$ cat src/hw/rtl/olst_pkg.sv
package olst_pkg;

  localparam int unsigned CAPACITY  = 64;
  localparam int unsigned VALUE_W   = 32;
  localparam int unsigned FUNC_W    = 4;
  localparam int unsigned IDX_W     = 6;
  localparam int unsigned CNT_W     = 7;
  localparam int unsigned STATUS_W  = 3;
  localparam int unsigned GROUP     = 8;
  localparam int unsigned NGROUP    = CAPACITY / GROUP;
  localparam int unsigned GRP_IDX_W = $clog2(GROUP);

  localparam logic [CNT_W-1:0] CAP_CNT = CNT_W'(CAPACITY);

  typedef enum logic [FUNC_W-1:0] {
    F_PUSH     = 4'd0,
    F_POP      = 4'd1,
    F_GET      = 4'd2,
    F_SET      = 4'd3,
    F_INSERT   = 4'd4,
    F_REMOVE   = 4'd5,
    F_SWAP     = 4'd6,
    F_MOVE     = 4'd7,
    F_FIND     = 4'd8,
    F_SETCOUNT = 4'd9,
    F_CLEAR    = 4'd10
  } func_t;

  typedef enum logic [STATUS_W-1:0] {
    ST_OK        = 3'd0,
    ST_BAD_INDEX = 3'd1,
    ST_FULL      = 3'd2,
    ST_EMPTY     = 3'd3,
    ST_NOT_FOUND = 3'd4
  } status_t;

  typedef enum logic [3:0] {
    S_IDLE    = 4'b0001,
    S_GATHER  = 4'b0010,
    S_RESOLVE = 4'b0100,
    S_COMMIT  = 4'b1000
  } state_t;

  // Broadcast to every cell for the lookup pass.
  typedef struct packed {
    logic [VALUE_W-1:0] key;
    logic [CNT_W-1:0]   rda_idx;
    logic [IDX_W-1:0]   rdb_idx;
    logic [CNT_W-1:0]   count;
  } cell_look_t;

  // Per-cell lookup flags.
  typedef struct packed {
    logic hit;
    logic sel_a;
    logic sel_b;
  } cell_flags_t;

  // Broadcast to every cell for the update pass.
  typedef struct packed {
    logic               wr_en;
    logic               take_left;
    logic               take_right;
    logic [CNT_W-1:0]   lo;
    logic [CNT_W-1:0]   hi_x;
    logic               load0_en;
    logic [IDX_W-1:0]   load0_idx;
    logic [VALUE_W-1:0] load0_val;
    logic               load1_en;
    logic [IDX_W-1:0]   load1_idx;
    logic [VALUE_W-1:0] load1_val;
  } cell_ctrl_t;

  typedef struct packed {
    logic [VALUE_W-1:0]   val_a;
    logic [VALUE_W-1:0]   val_b;
    logic                 hit;
    logic [GRP_IDX_W-1:0] hit_pos;
  } grp_res_t;

endpackage

$ cat src/hw/rtl/olst_group.sv
module olst_group (
  input  logic                                                clk,
  input  logic [olst_pkg::GROUP-1:0][olst_pkg::VALUE_W-1:0]   vals,
  input  olst_pkg::cell_flags_t [olst_pkg::GROUP-1:0]         flags,
  output olst_pkg::grp_res_t                                  res
);

  olst_pkg::grp_res_t res_r;
  olst_pkg::grp_res_t res_nxt;

  // Or the selected values; take the lowest hit.
  always_comb begin
    res_nxt = '0;
    for (int i = olst_pkg::GROUP - 1; i >= 0; i--) begin
      if (flags[i].sel_a) begin
        res_nxt.val_a = res_nxt.val_a | vals[i];
      end
      if (flags[i].sel_b) begin
        res_nxt.val_b = res_nxt.val_b | vals[i];
      end
      if (flags[i].hit) begin
        res_nxt.hit     = 1'b1;
        res_nxt.hit_pos = olst_pkg::GRP_IDX_W'(i);
      end
    end
  end

  always_ff @(posedge clk) begin
    res_r <= res_nxt;
  end

  assign res = res_r;

endmodule

$ cat config.mk
export PLATFORM = sky130hd
export DESIGN_NAME = olst_group
export DESIGN_NICKNAME = d
export VERILOG_FILES = /design/src/hw/rtl/olst_pkg.sv /design/src/hw/rtl/olst_group.sv
export SDC_FILE = /design/constraint.sdc
export NUM_CORES = 1
export LEC_CHECK = 0
export BUFFER_PORTS_ARGS = -buffer_cell sky130_fd_sc_hd__buf_4
export CAP_MARGIN = 40
export CORE_AREA = 3 3 134 136
export DETAILED_ROUTE_END_ITERATION = 10
export DIE_AREA = 0 0 137 139
export SYNTH_ARGS = -nofsm -noshare
export SYNTH_HDL_FRONTEND = slang
export SYNTH_SLANG_ARGS = --single-unit
$ cat constraint.sdc
create_clock -name clk -period 0.8 [get_ports clk]
set_input_delay 0.16 -clock clk [delete_from_list [all_inputs] [get_ports clk]]
set_output_delay 0.16 -clock clk [all_outputs]
set_load 0.05 [all_outputs]
* Yosys cells after proc, flatten, opt, wreduce, memory -nomap -nowiden
Index checks and enable logic that the tools add are counted.
W data, S select, Z words.
** Cells by class
- Bitwise logic cells :: 14
- Reduce and logical (&&, ||, !) cells :: 3
- Muxes and demuxes :: 23
** Operator list (count)
- $mux W32 :: 16
- $or A32 B32 Y32 :: 14
- $mux W3 :: 3
- $reduce_or A7 Y1 :: 1
- $mux W2 :: 2
- $mux W4 :: 1
- $reduce_or A4 Y1 :: 1
- $reduce_or A2 Y1 :: 1
- $mux W1 :: 1
** Word-level totals
- Output and inout port bits :: 68
- Bits in registers :: 68
- Input bits :: 281

* Longest topological paths before layout
- Word-level depth :: 15
- Depth in mapped cells :: 3
- Depth with buffers taken out :: 3

* Worst setup path after synthesis
OpenSTA, ideal clock, no wires.
- Path kind :: register -> output
- Start point :: reg res_r, in the netlist res[0]
- End point :: out res[0] in the netlist's numbering
- Slack :: 0.053 ns
- Arrival time :: 0.587 ns
- Stages on the path, launching flop included :: 1
- Buffers on the path :: 0
- Path through :: dfxtp_1
** RTL lines
- from (decl) :: line olst_group.sv:8 : olst_pkg::grp_res_t res_r;
- from (signal assigned) :: line olst_group.sv:29 : res_r <= res_nxt;
- to (decl) :: line olst_group.sv:5 : output olst_pkg::grp_res_t res
No word-level cell between the ends.

* Worst setup path in the final report
- Start point :: reg res_r, in the netlist res[51]
- End point :: out res[51] in the netlist's numbering
No word-level cell between the ends.

==> results.json <==
{
  "fin_crit_sh_pct": 124,
  "critPathRequiredTime_ps": 640,
  "fmax_mhz": 1010,
  "cp_data_arrival_time_ps": 830,
  "largest_reg_flops": 68,
  "yosysWarnings": 0,
  "clk_pin_slew_ps": 60,
  "clockBufferDepth": 2,
  "hold_violations": 0,
  "ant_nets": 0,
  "grt_pass1_vias": 6450,
  "chipHeight_um": 139,
  "placementRows": 48,
  "num_io_pins": 349,
  "pre_cts_slack_ps": -160,
  "ctsHtreeMaxLevel": 3,
  "switchingPower_mw": 3.92,
  "path_max_fanout": 1,
  "setup_viol": 68,
  "grt_use_total_pct": 23.8,
  "synth_xor_area_share_pct": 0,
  "drc_errors": 0,
  "tightest_slew_ps": 539,
  "slowest_stage": "dfxtp_2",
  "n_fill_cell": 1669,
  "antenna_found_initial": 0,
  "cp-start-kind": "register",
  "dp.final_hpwl_um": 16200,
  "clock_sinks": 68,
  "swShare_pct": 31.9,
  "fin_hold_ws_ps": 27.2,
  "drive_gt1_share_pct": 57.8,
  "via_per_inst": 6.16,
  "max-vdd-ir-drop_uv": 869,
  "p_seq_share_pct": 30.5,
  "wl_um": 24200,
  "setup_slack_ps": -190,
  "wl_per_cell_um": 24.3,
  "die_w_um": 137,
  "core_mm2": 0.0171,
  "drt_iter0_markers": 605,
  "yosys.area_share.simple_pct": 10.9,
  "grt_max_degree": 33,
  "start_util_pct": 24.1,
  "numCtsBuffers": 9,
  "nNetsFinal": 1046,
  "cts_root_buffer": "clkbuf_16",
  "synth-seq-cells": 68,
  "diodes": 0,
  "p_int_mw": 8.35,
  "cts_tree": "done",
  "p_per_area_mw_per_mm2": 1610,
  "synthesis.nets": 731,
  "p_clk_share_pct": 36.3,
  "grt_pass1_wl_um": 35400,
  "syn_avg_cell_area_um2": 9.14,
  "violations": "negative setup slack",
  "area_delta_synth_final_pct": 85.7,
  "status": "finished, violations left",
  "synthCells": 450,
  "synth_top_family_by_area": "compound AO/OA/AOI/OAI gates",
  "gp_congestion": 0.834,
  "hold_path.class": "in -> reg",
  "synth_compound_area_share_pct": 48.6,
  "muxShareOfSynthArea_pct": 0,
  "seq_area_frac_synth_pct": 33.1,
  "period_needed_ps": 990,
  "slew_headroom_pct": 64.1,
  "drt-pass1-iter-count": 7,
  "numPortBuffers": 348,
  "crit_path_max_incr_delay_ps": 350,
  "ys_types": 17,
  "cp_num_buf_inv": 1,
  "synthAdderAreaFrac_pct": 0,
  "crit_start": "res[51]",
  "grt-ovfl-total": 0,
  "path_delay_family": "flip-flops",
  "drv_cap": 0,
  "synth_area_mm2": 0.00411,
  "crit_path_end_kind": "primary output",
  "rsz0062_at_grt": "yes",
  "p_comb_share_pct": 33.2,
  "num_vias": 6134,
  "path_cells": "buf_8",
  "slew_violations": 0,
  "dieArea_mm2": 0.0190,
  "hp-start": "flags[5]",
  "critPathKind": "reg -> out",
  "cellLeakagePower_nw": 3.29
}
synth_stat cells:
| master | instances | area share [%] |
|---|---|---|
| nor2_1 | 3 | 0.27 |
| nor2b_1 | 2 | 0.30 |
| inv_1 | 1 | 0.091 |
| a21oi_1 | 2 | 0.24 |
| nand2_1 | 1 | 0.091 |
| a22oi_2 | 9 | 2.7 |
| o21ai_0 | 1 | 0.12 |
| nand4_1 | 64 | 9.7 |
| o41ai_1 | 1 | 0.21 |
| buf_2 | 37 | 4.5 |
| buf_4 | 2 | 0.37 |
| buf_6 | 9 | 2.5 |
| nor4_2 | 1 | 0.30 |
| dfxtp_1 | 68 | 33 |
| a22oi_1 | 247 | 45 |
| nor4_1 | 1 | 0.15 |
| a211oi_1 | 1 | 0.18 |
cells in the final DEF, fill, tap and decap left out, types with 2 or more instances in the layout:
cell	synthesis	layout
clkbuf_16	0	9
dlygate4sd3_1	0	2
a22oi_2	9	9
clkinvlp_4	0	3
nor2b_1	2	2
a21oi_1	2	2
buf_6	9	8
buf_4	2	282
dfxtp_2	0	68
nor2_1	3	3
a22oi_1	247	247
buf_8	0	60
nand4_1	64	64
bufinv_16	0	2
logic make-up (layout without fill, tap and decap cells):
logic type	after synthesis	count (layout)
flip-flops	68	68
buffers and inverters	49	369
AND/OR/NAND/NOR	72	72
AO/OA/AOI/OAI	261	261
power by group through the flow:
stage                     Combinational, mW  Clock (mW)  Sequential [mW]
after floorplan                        1.15           0             4.38
after global placement                 3.74           0             3.72
after detailed placement               3.74           0             3.71
after CTS                              3.97        4.56             3.74
after global routing                   4.28        4.69             3.76
final                                  4.07        4.45             3.75
layout make-up:
class | count | area [µm²] | area share [%]
multi-input combinational | 333 | 2450 | 32.1
sequential | 68 | 1450 | 18.9
timing repair buffer | 352 | 3130 | 41.0
tap | 225 | 282 | 3.69
inverter | 1 | 3.75 | 0.0492
clock inverter | 6 | 87.6 | 1.15
clock buffer | 10 | 239 | 3.13
metrics by stage:
stage          setup TNS [ps]  instance area (µm²)  utilization [%]  std cells  total power [mW]
2_1_floorplan               0                 4110                -        450              5.53
3_3_place_gp            -7440                 6720             39.4        977              7.46
3_5_place_dp            -7690                 6720             39.4        977              7.46
4_1_cts                -12950                 7580             44.5        995              12.3
5_1_grt                -13690                 7640             44.8        995              12.7
6_report               -11390                 7640             44.8        995              12.3
path summary, 6_finish.rpt:
kind | depth (start not counted) | slack, ps | to
max | 1 | -190 | res[51]
min | 3 | 30 | res[3]
per-layer routing:
metal / share of wire, % / vias to the layer above / global-route usage [%]
met5: 0 / - / 0
met4: 4.7 / 0 / 12.4
met3: 12 / 100 / 7.00
met2: 48 / 606 / 40.0
met1: 35 / 2836 / 27.1
li1: - / 2592 / -
what timing repair did:
| item | CTS | global route |
|---|---|---|
| setup buffers | 0 | 0 |
| hold buffers | 2 | 0 |
| resized for setup | 183 | 14 |
| endpoints found under the hold margin | 1 | 0 |
| setup endpoints to repair | 68 | 69 |
Note: power is estimated with default switching activity, not from simulation.
