--- config.mk ---
export PLATFORM = sky130hd
export DESIGN_NAME = olst_cell
export DESIGN_NICKNAME = d
export VERILOG_FILES = /design/src/hw/rtl/olst_pkg.sv /design/src/hw/rtl/olst_cell.sv
export SDC_FILE = /design/constraint.sdc
export NUM_CORES = 1
export LEC_CHECK = 0
export BUFFER_PORTS_ARGS = -buffer_cell sky130_fd_sc_hd__clkbuf_2
export CAP_MARGIN = 20
export CORE_AREA = 2 2 100 102
export CTS_BUF_LIST = sky130_fd_sc_hd__clkbuf_16
export DETAILED_ROUTE_END_ITERATION = 8
export DIE_AREA = 0 0 102 104
export GPL_ROUTABILITY_DRIVEN = 0
export PLACE_DENSITY = 0.72
export SETUP_SLACK_MARGIN = 0.15
export SLEW_MARGIN = 5
export SYNTH_ARGS = -nofsm -noshare
export SYNTH_HDL_FRONTEND = slang
export SYNTH_SLANG_ARGS = --single-unit
--- constraint.sdc ---
create_clock -name clk -period 2.4 [get_ports clk]
set_input_delay 0.12 -clock clk [delete_from_list [all_inputs] [get_ports clk]]
set_output_delay 0.12 -clock clk [all_outputs]
set_load 0.01 [all_outputs]
--- src/hw/rtl/olst_pkg.sv ---
package olst_pkg;

  localparam int unsigned CAPACITY  = 64;
  localparam int unsigned VALUE_W   = 32;
  localparam int unsigned FUNC_W    = 4;
  localparam int unsigned IDX_W     = 6;
  localparam int unsigned CNT_W     = 7;
  localparam int unsigned STATUS_W  = 3;
  localparam int unsigned GROUP     = 8;
  localparam int unsigned NGROUP    = CAPACITY / GROUP;
  localparam int unsigned GRP_IDX_W = $clog2(GROUP);

  localparam logic [CNT_W-1:0] CAP_CNT = CNT_W'(CAPACITY);

  typedef enum logic [FUNC_W-1:0] {
    F_PUSH     = 4'd0,
    F_POP      = 4'd1,
    F_GET      = 4'd2,
    F_SET      = 4'd3,
    F_INSERT   = 4'd4,
    F_REMOVE   = 4'd5,
    F_SWAP     = 4'd6,
    F_MOVE     = 4'd7,
    F_FIND     = 4'd8,
    F_SETCOUNT = 4'd9,
    F_CLEAR    = 4'd10
  } func_t;

  typedef enum logic [STATUS_W-1:0] {
    ST_OK        = 3'd0,
    ST_BAD_INDEX = 3'd1,
    ST_FULL      = 3'd2,
    ST_EMPTY     = 3'd3,
    ST_NOT_FOUND = 3'd4
  } status_t;

  typedef enum logic [3:0] {
    S_IDLE    = 4'b0001,
    S_GATHER  = 4'b0010,
    S_RESOLVE = 4'b0100,
    S_COMMIT  = 4'b1000
  } state_t;

  // Broadcast to every cell for the lookup pass.
  typedef struct packed {
    logic [VALUE_W-1:0] key;
    logic [CNT_W-1:0]   rda_idx;
    logic [IDX_W-1:0]   rdb_idx;
    logic [CNT_W-1:0]   count;
  } cell_look_t;

  // Per-cell lookup flags.
  typedef struct packed {
    logic hit;
    logic sel_a;
    logic sel_b;
  } cell_flags_t;

  // Broadcast to every cell for the update pass.
  typedef struct packed {
    logic               wr_en;
    logic               take_left;
    logic               take_right;
    logic [CNT_W-1:0]   lo;
    logic [CNT_W-1:0]   hi_x;
    logic               load0_en;
    logic [IDX_W-1:0]   load0_idx;
    logic [VALUE_W-1:0] load0_val;
    logic               load1_en;
    logic [IDX_W-1:0]   load1_idx;
    logic [VALUE_W-1:0] load1_val;
  } cell_ctrl_t;

  typedef struct packed {
    logic [VALUE_W-1:0]   val_a;
    logic [VALUE_W-1:0]   val_b;
    logic                 hit;
    logic [GRP_IDX_W-1:0] hit_pos;
  } grp_res_t;

endpackage

--- src/hw/rtl/olst_cell.sv ---
module olst_cell (
  input  logic                          clk,
  input  logic                          rst_n,
  input  logic [olst_pkg::IDX_W-1:0]    cell_idx,
  input  olst_pkg::cell_look_t          look,
  input  olst_pkg::cell_ctrl_t          ctrl,
  input  logic [olst_pkg::VALUE_W-1:0]  left_val,
  input  logic [olst_pkg::VALUE_W-1:0]  right_val,
  output logic [olst_pkg::VALUE_W-1:0]  val,
  output olst_pkg::cell_flags_t         flags
);

  logic [olst_pkg::VALUE_W-1:0] val_r;
  logic [olst_pkg::VALUE_W-1:0] val_nxt;
  logic [olst_pkg::CNT_W-1:0]   idx_ext;
  logic                         in_range;

  assign idx_ext  = {1'b0, cell_idx};
  assign in_range = (idx_ext >= ctrl.lo) && (idx_ext < ctrl.hi_x);

  always_comb begin
    flags.hit   = (val_r == look.key) && (idx_ext < look.count);
    flags.sel_a = (idx_ext == look.rda_idx);
    flags.sel_b = (cell_idx == look.rdb_idx);
  end

  always_comb begin
    val_nxt = val_r;
    if (ctrl.wr_en) begin
      if (in_range && ctrl.take_left) begin
        val_nxt = left_val;
      end
      if (in_range && ctrl.take_right) begin
        val_nxt = right_val;
      end
      if (ctrl.load0_en && (cell_idx == ctrl.load0_idx)) begin
        val_nxt = ctrl.load0_val;
      end
      if (ctrl.load1_en && (cell_idx == ctrl.load1_idx)) begin
        val_nxt = ctrl.load1_val;
      end
    end
  end

  always_ff @(posedge clk) begin
    if (!rst_n) begin
      val_r <= '0;
    end else begin
      val_r <= val_nxt;
    end
  end

  assign val = val_r;

endmodule

; ---- Word-level counts from Yosys, hierarchy flattened
; Cells that the tools add are included.
[op_classes]
magnitude_cmp = 3
n_eq_ne = 5
muxes = 4
n_reduce_logical = 8
[ops]
columns = operator, n
row1 = 2-to-1 mux 32 bit, 4
row2 = equality test 32 bit, 1
row3 = equality test 6 bit, 3
row4 = less-than comparator 6 x 7 -> 1 bit, 2
row5 = equality test 6 x 7 -> 1 bit, 1
row6 = greater-or-equal comparator 6 x 7 -> 1 bit, 1
row7 = logical AND 1 bit, 6
row8 = nonzero test 4 bit, 1
row9 = AND reduction 2 bit, 1
[word_totals]
reg_bits = 32
wordCells = 21

; ---- Logic depth before layout (Yosys ltp)
; Gate-level depths: netlist of run 1.
[logic_depth]
depth_word = 7
ltp_mapped = 11
depth_no_buf = 8

; ---- Worst setup path before layout of run 1
; No wires, ideal clock.
[synth_path]
kind = input port to flip-flop
start = input port cell_idx[0] in the netlist's numbering
end = register val_r (netlist bit val[12])
setup_ns = 0.074
arrival_ns = 1.998
required_time_ns = 2.326
path_slack_ns = 0.328
cell_stages = 11
path_buffers = 3
path_cell_list = buf_6 > inv_1 > ha_1 > nand2b_1 > a2111oi_2 > o31a_1 > nor4_2 > or2_1 > buf_4 > buf_6 > a31oi_1
[synth_between]
elab_chain_cells = 6
word_cells_on_any_way = 14
cone_classes = order compare: 2 / eq/ne: 2 / mux: 3 / reduce/logical: 7
[synth_rtl]
columns = item, line_no
row1 = from (decl), olst_cell.sv:4  ; input logic [olst_pkg::IDX_W-1:0] cell_idx,
row2 = greater-or-equal comparator 6 x 7 -> 1 bit / less-than comparator 6 x 7 -> 1 bit (equally long branches), olst_cell.sv:19  ; assign in_range = (idx_ext >= ctrl.lo) && (idx_ext < ctrl.hi_x);
row3 = logical AND 1 bit, olst_cell.sv:19
row4 = logical AND 1 bit, olst_cell.sv:33  ; if (in_range && ctrl.take_right) begin
row5 = 2-to-1 mux 32 bit, olst_cell.sv:33
row6 = 2-to-1 mux 32 bit, olst_cell.sv:36  ; if (ctrl.load0_en && (cell_idx == ctrl.load0_idx)) begin
row7 = 2-to-1 mux 32 bit, olst_cell.sv:39  ; if (ctrl.load1_en && (cell_idx == ctrl.load1_idx)) begin
row8 = to (signal assigned), olst_cell.sv:49  ; val_r <= val_nxt;
row9 = to (decl), olst_cell.sv:13  ; logic [olst_pkg::VALUE_W-1:0] val_r;
; Parallel ways exist; a longest one is shown, timed or not.
; A chain may end at the register's enable or synchronous reset.

==> out/metrics.json, run 1 <==
{
  "grt": {
    "antenna_found_initial": 0,
    "grt_use_total": 0.250,
    "gr-total-overflow": 0,
    "largest_net_degree_at_the_start_of_global_routing": 33,
    "grt_pass1_vias": 4459,
    "grt_first_pass_wirelength_microns": 21300
  },
  "logic_synthesis": {
    "yosys-top-cells-area": "sky130_fd_sc_hd__dfxtp_1 (19%), sky130_fd_sc_hd__xor2_1 (9.6%), sky130_fd_sc_hd__o2111ai_1 (8.3%), sky130_fd_sc_hd__o31ai_1 (7.4%), sky130_fd_sc_hd__nand4_1 (7.1%)",
    "syn_avg_cell_area_sq_um": 7.72,
    "synthDominantAreaCellType": "sky130_fd_sc_hd__dfxtp_1",
    "ys_top_cells_by_count": "sky130_fd_sc_hd__nand4_1 (38), sky130_fd_sc_hd__xor2_1 (37), sky130_fd_sc_hd__nand2_1 (33), sky130_fd_sc_hd__o31ai_1 (33)",
    "yosysTopAreaCellShare": 0.190,
    "synthDistinctLibCells": 36,
    "yosys_register_bits": 32,
    "synth-edff-count": 0,
    "mappedNetlistNets": 671,
    "synth-seq-area-share": 0.190,
    "share_of_synthesized_flip_flops_with_an_asynchronous_set_or_reset": 0,
    "netlist_instances": 436,
    "ys_warn_count": 0,
    "most_frequent_cell_after_synthesis": "sky130_fd_sc_hd__nand4_1",
    "syn-cell-area_sq_mm": 0.00337,
    "ys.flop_type": "sky130_fd_sc_hd__dfxtp_1"
  },
  "drt": {
    "drt.antenna.violating_nets": 0,
    "drt_iter0_drc": 182,
    "num_vias": 4366,
    "detail_route.wl_per_cell_microns": 16.9,
    "drt_first_pass_iters": 4,
    "post-route-drc-count": 0,
    "route.detailed.vias_per_inst": 5.39,
    "wl_microns": 13700
  },
  "setup_path": {
    "endpoint_kind": "output port",
    "reg2reg_depth": 2,
    "setup.worst_path.start_class": "register",
    "worst_setup_path_startpoint": "val[21]",
    "crit_required_ns": 2.28,
    "worst-setup-path-type": "reg -> out",
    "worstPathMaxFanout": 3,
    "crit_arrival_ns": 2.05,
    "worst_r2r_start": "val[12]"
  },
  "power_and_ir_drop": {
    "seq_power_share": 0.299,
    "switching_power_w": 0.000626,
    "power.total_w": 0.00200,
    "power.combinational.fraction": 0.331,
    "max-vdd-ir-drop_mv": 0.371,
    "power.density_mw_per_mm2": 402,
    "share_clk_of_total_power": 0.370,
    "power.static_leakage_nw": 2.49,
    "switching_share": 0.312,
    "internal_w": 0.00138
  },
  "status": {
    "run_status": "completed"
  },
  "floorplan": {
    "start_util": 0.352,
    "boundaryPins": 254,
    "design.core.area_sq_mm": 0.00955,
    "die_area_sq_mm": 0.0106,
    "placementRows": 36,
    "die_y_microns": 104,
    "die_width_microns": 102
  },
  "clocking": {
    "tritoncts": "done",
    "cts-root-buf": "sky130_fd_sc_hd__clkbuf_16",
    "total_number_of_clock_tree_sinks": 32,
    "number_of_levels_the_h_tree_was_split_into": 2,
    "clk_pin_slew_ns": 0.06,
    "cts_hold_buffers": 0,
    "cts_inserted_buffers": 5,
    "maximum_clock_path_buffer_count": 2,
    "clk_latency_ns": 0.27
  },
  "cells_and_area": {
    "finish.cell_count_without_fillers": 810,
    "n_antenna_cell": 0,
    "syn_to_final_growth_pct": 48.3,
    "flip_flop_count_of_the_largest_register_after_layout": 32,
    "fraction_of_layout_cells_with_a_size_suffix_above_1": 0.487,
    "final_net_count": 911
  },
  "sta": {
    "fin_tns_setup_ns": 0,
    "final_cycle_utilization_of_the_critical_path": 0.905,
    "tightest_slew_ns": 0.824,
    "relSlewSlack": 0.450,
    "number_of_setup_violations_in_the_final_report": 0,
    "worst_hold_slack_ns": 0.0802,
    "finClkSkew_ns": 0,
    "timing.final.hold_violations": 0,
    "grt_setup_unrepaired": "no",
    "min_period_ns": 2.17,
    "fmax_mhz": 461,
    "final-max-slew-violation-count": 0
  },
  "placed_design": {
    "dp.final_hpwl_microns": 11000,
    "placed_cells": 802,
    "io_buffer_count": 253
  },
  "worst_hold_path": {
    "timing.hold.worst.class": "in -> reg",
    "timing.hold.worst_path_depth": 3,
    "hold_path.startpoint": "ctrl[8]"
  },
  "run": {
    "max_cap_violations": 0
  }
}
## critical path, cell delays in order (launching register included)
cell and delay (ns):
sky130_fd_sc_hd__dfxtp_1 0.33, sky130_fd_sc_hd__xor2_1 0.17, sky130_fd_sc_hd__nor4_2 0.36, sky130_fd_sc_hd__nand4_1 0.17
sky130_fd_sc_hd__nor4_2 0.29, sky130_fd_sc_hd__buf_4 0.16, sky130_fd_sc_hd__o311a_1 0.15, sky130_fd_sc_hd__buf_2 0.13
## path summary, 6_finish.rpt
path | endpoint | slack (ns)
worst max-delay path | flags[2] | 0.23
worst min-delay path | val[8] | 0.08
worst max register to register | val[12] | 1.56
worst min register to register | val[16] | 0.60
## power groups by stage
stage / combinational, W / clock (W) / sequential, W
finish: 0.000664 / 0.000741 / 0.000599
global route: 0.000731 / 0.000782 / 0.000603
CTS: 0.000662 / 0.000756 / 0.000598
detailed placement: 0.000653 / 0 / 0.000610
global placement: 0.000638 / 0 / 0.000609
floorplan: 0.000314 / 0 / 0.000616
## area by class of cell
class / instances / area [sq um]
repair buffers: 274 / 1460
flip-flops and latches: 32 / 644
clock inverters: 3 / 42.5
clock buffers: 5 / 125
fillers: 944 / 4560
inverters: 17 / 63.8
well taps: 133 / 166
multi-input cells: 346 / 2490
## through the flow
step	cell area, sq um	setup WS (ns)	util
after detailed placement	4780	0.0756	0.500
final	4990	0.229	0.523
after global routing	4990	0.154	0.523
after CTS	4970	0.154	0.521
after floorplan	3370	0.328	-
after global placement	4780	0.112	0.500
## placed cells by master (no fill, tap or decap), types with 2 or more instances in the layout
cell type and n:
sky130_fd_sc_hd__clkbuf_2 252, sky130_fd_sc_hd__a21oi_1 5, sky130_fd_sc_hd__buf_4 18, sky130_fd_sc_hd__nand2_1 33
sky130_fd_sc_hd__inv_1 17, sky130_fd_sc_hd__or4_1 2, sky130_fd_sc_hd__clkbuf_16 5, sky130_fd_sc_hd__nor4_2 4
sky130_fd_sc_hd__nand4_1 38, sky130_fd_sc_hd__a31oi_1 32, sky130_fd_sc_hd__o31ai_1 32, sky130_fd_sc_hd__o31ai_4 2
sky130_fd_sc_hd__xor2_1 36, sky130_fd_sc_hd__or2_2 32, sky130_fd_sc_hd__nor4_4 2, sky130_fd_sc_hd__xnor2_1 19
sky130_fd_sc_hd__a21o_1 4, sky130_fd_sc_hd__nand3_1 2, sky130_fd_sc_hd__dfxtp_2 3, sky130_fd_sc_hd__nor4_1 3
sky130_fd_sc_hd__nor3_1 3, sky130_fd_sc_hd__dfxtp_1 29, sky130_fd_sc_hd__nor2_1 32, sky130_fd_sc_hd__buf_12 3
sky130_fd_sc_hd__nand2b_1 4, sky130_fd_sc_hd__ha_1 16, sky130_fd_sc_hd__o2111ai_1 32
## cell families (layout without fill, tap and decap cells)
kind of cell	after synthesis	count (layout)	share of synthesized area
flip-flops	32	32	0.190
XOR/XNOR	56	56	0.146
buffers and inverters	58	299	0.0926
AO/OA/AOI/OAI	115	115	0.261
adder cells (fa/ha/maj)	16	16	0.0595
AND/OR/NAND/NOR	159	159	0.251
## metal layers
layer,part of all wire,GRT usage,vias to the layer above
met1,0.41,0.317,2020
met5,0,0,-
li1,-,-,2120
met4,0.013,0.0610,0
met3,0.078,0.0309,17
met2,0.50,0.441,209
## timing repair
| action | CTS | global route |
|---|---|---|
| pin swaps | 2 | 6 |
| setup endpoints to repair | 1 | 2 |
| resized for setup | 4 | 6 |
| setup buffers | 0 | 0 |
(Power assumes the default switching activity.)
==> run 2: changes to the inputs <==
--- a/config.mk
+++ b/config.mk
@@ -5,14 +5,15 @@
 export SDC_FILE = /design/constraint.sdc
 export NUM_CORES = 1
 export LEC_CHECK = 0
+export ABC_AREA = 1
 export BUFFER_PORTS_ARGS = -buffer_cell sky130_fd_sc_hd__clkbuf_2
 export CAP_MARGIN = 20
-export CORE_AREA = 2 2 100 102
+export CORE_AREA = 2 2 98 100
 export CTS_BUF_LIST = sky130_fd_sc_hd__clkbuf_16
 export DETAILED_ROUTE_END_ITERATION = 8
-export DIE_AREA = 0 0 102 104
+export DIE_AREA = 0 0 100 102
 export GPL_ROUTABILITY_DRIVEN = 0
-export PLACE_DENSITY = 0.72
+export PLACE_DENSITY = 0.81
 export SETUP_SLACK_MARGIN = 0.15
 export SLEW_MARGIN = 5
 export SYNTH_ARGS = -nofsm -noshare
==> run 2 against run 1 <==
Synthesized cell count increased by 70%; non-clock buffer count decreased by 10; clock power decreased by 21%; via count increased by 19%; global-route usage increased by 1.2 points; clock skew unchanged; sequential share of layout area decreased by 1.1 points; area after synthesis increased by 17%; critical endpoint unchanged; largest cell class unchanged.
==> out/metrics.json, run 2 <==
{
  "clocking": {
    "maximum_clock_path_buffer_count": 2,
    "cts_inserted_buffers": 5,
    "number_of_levels_the_h_tree_was_split_into": 2,
    "tritoncts": "done",
    "cts_hold_buffers": 0,
    "clk_latency_ns": 0.27,
    "clk_pin_slew_ns": 0.05,
    "cts-root-buf": "sky130_fd_sc_hd__clkbuf_16",
    "total_number_of_clock_tree_sinks": 32,
    "cells_resized_by_post_cts_repair": 0,
    "cts_setup_buffers": 0
  },
  "setup_path": {
    "worst-setup-path-type": "reg -> out",
    "endpoint_kind": "output port",
    "crit_arrival_ns": 1.77,
    "setup.worst_path.start_class": "register",
    "worstPathMaxFanout": 3,
    "crit_required_ns": 2.28
  },
  "cells_and_area": {
    "n_antenna_cell": 0,
    "n_fill_cell": 985,
    "final_util": 0.594,
    "finalInstanceArea_sq_mm": 0.00541,
    "multi_input_combinational_cell_area_sq_mm": 0.00259,
    "fraction_of_layout_cells_with_a_size_suffix_above_1": 0.302,
    "final_net_count": 1215,
    "syn_to_final_growth_pct": 37.5,
    "flip_flop_count_of_the_largest_register_after_layout": 32,
    "most_common_library_cell_in_the_layout_ignoring_fill_and_taps": "sky130_fd_sc_hd__clkbuf_2",
    "area.sequential_sq_um": 641,
    "final_cell_mix": "sky130_fd_sc_hd__clkbuf_2 (253), sky130_fd_sc_hd__nand2_1 (249), sky130_fd_sc_hd__inv_1 (134), sky130_fd_sc_hd__nor2_1 (87), sky130_fd_sc_hd__nand3_1 (40)"
  },
  "logic_synthesis": {
    "ys_top_cells_by_count": "sky130_fd_sc_hd__nand2_1 (249), sky130_fd_sc_hd__inv_1 (133), sky130_fd_sc_hd__nor2_1 (87)",
    "most_frequent_cell_after_synthesis": "sky130_fd_sc_hd__nand2_1",
    "ys_warn_count": 0,
    "yosys_register_bits": 32,
    "mappedNetlistNets": 978,
    "yosysTopAreaCellShare": 0.238,
    "synthDominantAreaCellType": "sky130_fd_sc_hd__nand2_1",
    "synth-seq-area-share": 0.163,
    "syn_avg_cell_area_sq_um": 5.29,
    "syn-cell-area_sq_mm": 0.00393,
    "share_of_synthesized_flip_flops_with_an_asynchronous_set_or_reset": 0,
    "synthDistinctLibCells": 30,
    "yosys-top-cells-area": "sky130_fd_sc_hd__nand2_1 (24%), sky130_fd_sc_hd__dfxtp_1 (16%), sky130_fd_sc_hd__inv_1 (13%), sky130_fd_sc_hd__nor2_1 (8.3%), sky130_fd_sc_hd__nand4_1 (5.7%)",
    "ys.flop_type": "sky130_fd_sc_hd__dfxtp_1",
    "netlist_instances": 743,
    "synth-edff-count": 0
  },
  "placed_design": {
    "dp.final_hpwl_microns": 11400,
    "io_buffer_count": 253,
    "dpl_cell_area_sq_mm": 0.00527
  },
  "drt": {
    "post-route-drc-count": 0,
    "detail_route.wl_per_cell_microns": 12.5,
    "drt_iter0_drc": 207,
    "route.detailed.vias_per_inst": 4.76,
    "num_vias": 5203,
    "drt_first_pass_iters": 4,
    "wl_microns": 13700,
    "drt.antenna.violating_nets": 0
  },
  "power_and_ir_drop": {
    "switching_power_w": 0.000611,
    "internal_w": 0.00124,
    "max-vdd-ir-drop_mv": 0.280,
    "switching_share": 0.330,
    "power.combinational.fraction": 0.368,
    "seq_power_share": 0.317,
    "power.density_mw_per_mm2": 343,
    "power.static_leakage_nw": 3.47,
    "share_clk_of_total_power": 0.315
  },
  "grt": {
    "gr-total-overflow": 0,
    "antenna_found_initial": 0,
    "grt_pass1_vias": 4637,
    "largest_net_degree_at_the_start_of_global_routing": 65,
    "grt_use_total": 0.262,
    "busiest_layer": "met2",
    "gr-usage-met2": 0.445,
    "gr-usage-met3": 0.0431,
    "grt_first_pass_wirelength_microns": 21500,
    "grtUsageMet1": 0.343
  },
  "sta": {
    "finClkSkew_ns": 0,
    "final_cycle_utilization_of_the_critical_path": 0.786,
    "timing.final.hold_violations": 0,
    "number_of_setup_violations_in_the_final_report": 0,
    "worst_hold_slack_ns": 0.208,
    "tightest_slew_ns": 1.02,
    "grt_setup_unrepaired": "no",
    "relSlewSlack": 0.316,
    "min_period_ns": 1.89,
    "fmax_mhz": 530,
    "final-max-slew-violation-count": 0,
    "fin_tns_setup_ns": 0
  },
  "floorplan": {
    "placementRows": 35,
    "start_util": 0.432,
    "die_y_microns": 102,
    "design.core.area_sq_mm": 0.00911,
    "die_area_sq_mm": 0.0102,
    "die_width_microns": 100,
    "boundaryPins": 254
  },
  "status": {
    "run_status": "completed"
  },
  "run": {
    "max_cap_violations": 0
  },
  "worst_hold_path": {
    "timing.hold.worst.class": "in -> reg"
  }
}
run 2: cell count changes after synthesis, moves of 10 or more:
cell                        change
sky130_fd_sc_hd__o31ai_1       -33
sky130_fd_sc_hd__inv_1        +116
sky130_fd_sc_hd__inv_2         +10
sky130_fd_sc_hd__nand2_1      +216
sky130_fd_sc_hd__o2111ai_1     -29
sky130_fd_sc_hd__xnor2_1       -14
sky130_fd_sc_hd__nor2_1        +55
sky130_fd_sc_hd__a21oi_1       +32
sky130_fd_sc_hd__xor2_1        -17
sky130_fd_sc_hd__a31oi_1       -32
sky130_fd_sc_hd__or2_2         -19
sky130_fd_sc_hd__nand3_1       +38
run 2: worst paths after layout:
path	from	end	slack, ns	cells after the start
setup / recovery	val[25]	flags[2]	0.51	5
hold / removal	ctrl[28]	val[28]	0.21	5
setup reg to reg	val[30]	val[30]	1.67	2
hold reg to reg	val[3]	val[3]	0.49	2
run 2: kinds of logic after synthesis:
kind of cell             Yosys count  synth area share
AO/OA/AOI/OAI                     55            0.0802
XOR/XNOR                          25            0.0557
adder cells (fa/ha/maj)           16            0.0509
buffers and inverters            177             0.179
flip-flops                        32             0.163
AND/OR/NAND/NOR                  438             0.472
run 2: area by class of cell:
type                       count  area share
multi-input combinational    534       0.479
clock buffer                   5      0.0231
inverter                     143      0.0993
sequential                    32       0.118
tap                          111      0.0257
timing repair buffer         264       0.252
clock inverter                 3     0.00278
run 2: through the flow:
step	instances	total power (W)	setup slack, ns
final	1092	0.00186	0.514
after detailed placement	1084	0.00128	0.324
after floorplan	743	0.000964	0.825
after CTS	1092	0.00187	0.442
after global placement	1084	0.00127	0.386
after global routing	1092	0.00199	0.335
run 2: layer usage:
| layer | vias to the layer above | wire (microns) |
|---|---|---|
| met2 | 202 | 6430 |
| met4 | 0 | 342 |
| li1 | 2750 | - |
| met1 | 2222 | 5950 |
| met3 | 29 | 975 |
| met5 | - | 0 |
run 2: worst max-delay path: stages, from the launching register on:
cell and delay (ns):
sky130_fd_sc_hd__dfxtp_1 0.35, sky130_fd_sc_hd__xor2_1 0.18, sky130_fd_sc_hd__nor4_1 0.44, sky130_fd_sc_hd__nand4_1 0.14
sky130_fd_sc_hd__nor3_1 0.21, sky130_fd_sc_hd__clkbuf_2 0.17
run 2: power by group through the flow:
stage	Combinational, W	Clock [W]	Sequential, W
floorplan	0.000366	0	0.000598
global placement	0.000669	0	0.000599
detailed placement	0.000678	0	0.000599
CTS	0.000682	0.000603	0.000588
global route	0.000777	0.000621	0.000591
finish	0.000682	0.000585	0.000588
==> run 3: changes to the inputs <==
--- a/config.mk
+++ b/config.mk
@@ -8,12 +8,11 @@
 export ABC_AREA = 1
 export BUFFER_PORTS_ARGS = -buffer_cell sky130_fd_sc_hd__clkbuf_2
 export CAP_MARGIN = 20
-export CORE_AREA = 2 2 98 100
+export CORE_UTILIZATION = 40
 export CTS_BUF_LIST = sky130_fd_sc_hd__clkbuf_16
 export DETAILED_ROUTE_END_ITERATION = 8
-export DIE_AREA = 0 0 100 102
 export GPL_ROUTABILITY_DRIVEN = 0
-export PLACE_DENSITY = 0.81
+export PLACE_DENSITY = 0.79
 export SETUP_SLACK_MARGIN = 0.15
 export SLEW_MARGIN = 5
 export SYNTH_ARGS = -nofsm -noshare
==> constraint.sdc (replaced) <==
create_clock -name clk -period 1.71 [get_ports clk]
set_input_delay 0.0855 -clock clk [delete_from_list [all_inputs] [get_ports clk]]
set_output_delay 0.0855 -clock clk [all_outputs]
set_load 0.01 [all_outputs]
==> run 3 against run 2 <==
The flow now finishes with violations (negative setup slack); combinational power up 95%; via count is 11% higher; sequential power increased by 39%; utilization up 12 points; clock power rose by 47%; total power rose by 62%; design area rose by 24%.
==> out/metrics.json, run 3 (synthesized netlist as in run 2, its figures left out) <==
{
  "sta": {
    "final-max-slew-violation-count": 0,
    "final_cycle_utilization_of_the_critical_path": 1.01,
    "number_of_setup_violations_in_the_final_report": 1,
    "grt_setup_unrepaired": "yes",
    "finalWorstSetupSlack_ns": -0.0128,
    "fin_tns_setup_ns": -0.0128,
    "worst_hold_slack_ns": 0.221,
    "tightest_slew_ns": 0.399,
    "fmax_mhz": 580,
    "finClkSkew_ns": 0,
    "relSlewSlack": 0.731,
    "timing.final.hold_violations": 0,
    "min_period_ns": 1.72
  },
  "clocking": {
    "clk_pin_slew_ns": 0.06,
    "maximum_clock_path_buffer_count": 2,
    "tritoncts": "done",
    "clk_latency_ns": 0.28,
    "total_number_of_clock_tree_sinks": 32,
    "cts_inserted_buffers": 5,
    "number_of_levels_the_h_tree_was_split_into": 2,
    "cts-root-buf": "sky130_fd_sc_hd__clkbuf_16"
  },
  "cells_and_area": {
    "final_cell_mix": "sky130_fd_sc_hd__clkbuf_2 (241), sky130_fd_sc_hd__nand2_1 (216), sky130_fd_sc_hd__inv_1 (124), sky130_fd_sc_hd__nor2_1 (53), sky130_fd_sc_hd__nand3_1 (37)",
    "fraction_of_layout_cells_with_a_size_suffix_above_1": 0.450,
    "syn_to_final_growth_pct": 70.4,
    "n_antenna_cell": 0,
    "most_common_library_cell_in_the_layout_ignoring_fill_and_taps": "sky130_fd_sc_hd__clkbuf_2",
    "n_fill_cell": 781,
    "finish.cell_count_without_fillers": 1156,
    "final_net_count": 1261,
    "flip_flop_count_of_the_largest_register_after_layout": 32
  },
  "grt": {
    "gr-total-overflow": 0,
    "grt_use_total": 0.271,
    "grt_first_pass_wirelength_microns": 21900,
    "largest_net_degree_at_the_start_of_global_routing": 33,
    "grt_pass1_vias": 4678,
    "antenna_found_initial": 0
  },
  "power_and_ir_drop": {
    "max-vdd-ir-drop_mv": 0.421,
    "power.total_w": 0.00301,
    "internal_w": 0.00194,
    "switching_share": 0.354,
    "switching_power_w": 0.00107,
    "power.combinational.fraction": 0.442,
    "power.static_leakage_nw": 3.84,
    "power.density_mw_per_mm2": 449,
    "share_clk_of_total_power": 0.286,
    "seq_power_share": 0.272
  },
  "status": {
    "run_status": "finished with violations",
    "violations": "negative setup slack"
  },
  "worst_hold_path": {
    "timing.hold.worst.class": "in -> reg",
    "timing.hold.worst_path_depth": 7
  },
  "floorplan": {
    "die_area_sq_mm": 0.0102,
    "die_y_microns": 101,
    "design.core.area_sq_mm": 0.00937,
    "die_width_microns": 101,
    "placementRows": 35,
    "boundaryPins": 254,
    "start_util": 0.420
  },
  "placed_design": {
    "dp.final_hpwl_microns": 11800,
    "placed_cells": 1124,
    "io_buffer_count": 253,
    "post-place-ws_ns": -0.0953
  },
  "drt": {
    "route.detailed.vias_per_inst": 4.98,
    "drt_iter0_drc": 275,
    "post-route-drc-count": 0,
    "detail_route.wl_per_cell_microns": 15.0,
    "num_vias": 5757,
    "wl_microns": 17300,
    "drt.antenna.violating_nets": 0,
    "drt_first_pass_iters": 5
  },
  "setup_path": {
    "worstPathMaxFanout": 4,
    "crit_required_ns": 1.62,
    "setup.worst_path.start_class": "register",
    "reg2reg_depth": 3,
    "worst-setup-path-type": "reg -> out",
    "crit_arrival_ns": 1.64,
    "endpoint_kind": "output port"
  },
  "run": {
    "max_cap_violations": 0
  }
}
[run 3: cell count changes in the layout (fill, tap and decap cells not counted), sizes merged]
cell,delta
buf,+51
clkinvlp,-1
clkbuf,-7
clkinv,+3
[run 3: path summary, 6_finish.rpt]
path,end,slack (ns),from
setup / recovery,flags[2],-0.01,val[9]
setup reg to reg,val[29],0.86,val[29]
hold / removal,val[17],0.22,ctrl[56]
hold reg to reg,val[3],0.48,val[3]
[run 3: through the flow]
step	util	area, sq um
6_report	0.715	6700
4_1_cts	0.605	5670
3_3_place_gp	0.587	5510
5_1_grt	0.715	6700
3_5_place_dp	0.587	5510
2_1_floorplan	-	3930
[run 3: layout make-up]
type / instances / area [sq um] / share of cell area
timing repair buffer: 308 / 1990 / 0.298
timing repair inverter: 2 / 17.5 / 0.00261
tap: 129 / 161 / 0.0241
inverter: 143 / 564 / 0.0842
clock buffer: 5 / 125 / 0.0187
sequential: 32 / 648 / 0.0967
clock inverter: 3 / 13.8 / 0.00205
multi-input combinational: 534 / 3180 / 0.474
[run 3: power by group through the flow]
| stage | Sequential, W | Clock [W] | Combinational (W) |
|---|---|---|---|
| after floorplan | 0.000840 | 0 | 0.000513 |
| after global placement | 0.000834 | 0 | 0.000992 |
| after CTS | 0.000819 | 0.000857 | 0.00101 |
| after detailed placement | 0.000835 | 0 | 0.000998 |
| after global routing | 0.000822 | 0.000895 | 0.00145 |
| final | 0.000820 | 0.000861 | 0.00133 |
[run 3: what timing repair did]
item | in CTS | in global routing
buffers inserted | 2 | 12
hold buffers | 0 | 0
gates cloned | 0 | 10
pin swaps | 3 | 59
setup endpoints to repair | 1 | 34
gates resized for setup | 5 | 209
[run 3: worst max-delay path: stages (launching register included)]
cell	delay, ns
sky130_fd_sc_hd__dfxtp_1	0.35
sky130_fd_sc_hd__or2_2	0.32
sky130_fd_sc_hd__a211oi_2	0.23
sky130_fd_sc_hd__nand4_1	0.14
sky130_fd_sc_hd__nor3_2	0.18
sky130_fd_sc_hd__buf_2	0.15
[run 3: metal layers]
| layer | part of all wire | track usage |
|---|---|---|
| met5 | 0 | 0 |
| met4 | 0.036 | 0.0903 |
| met3 | 0.073 | 0.0435 |
| met1 | 0.40 | 0.342 |
| met2 | 0.49 | 0.470 |
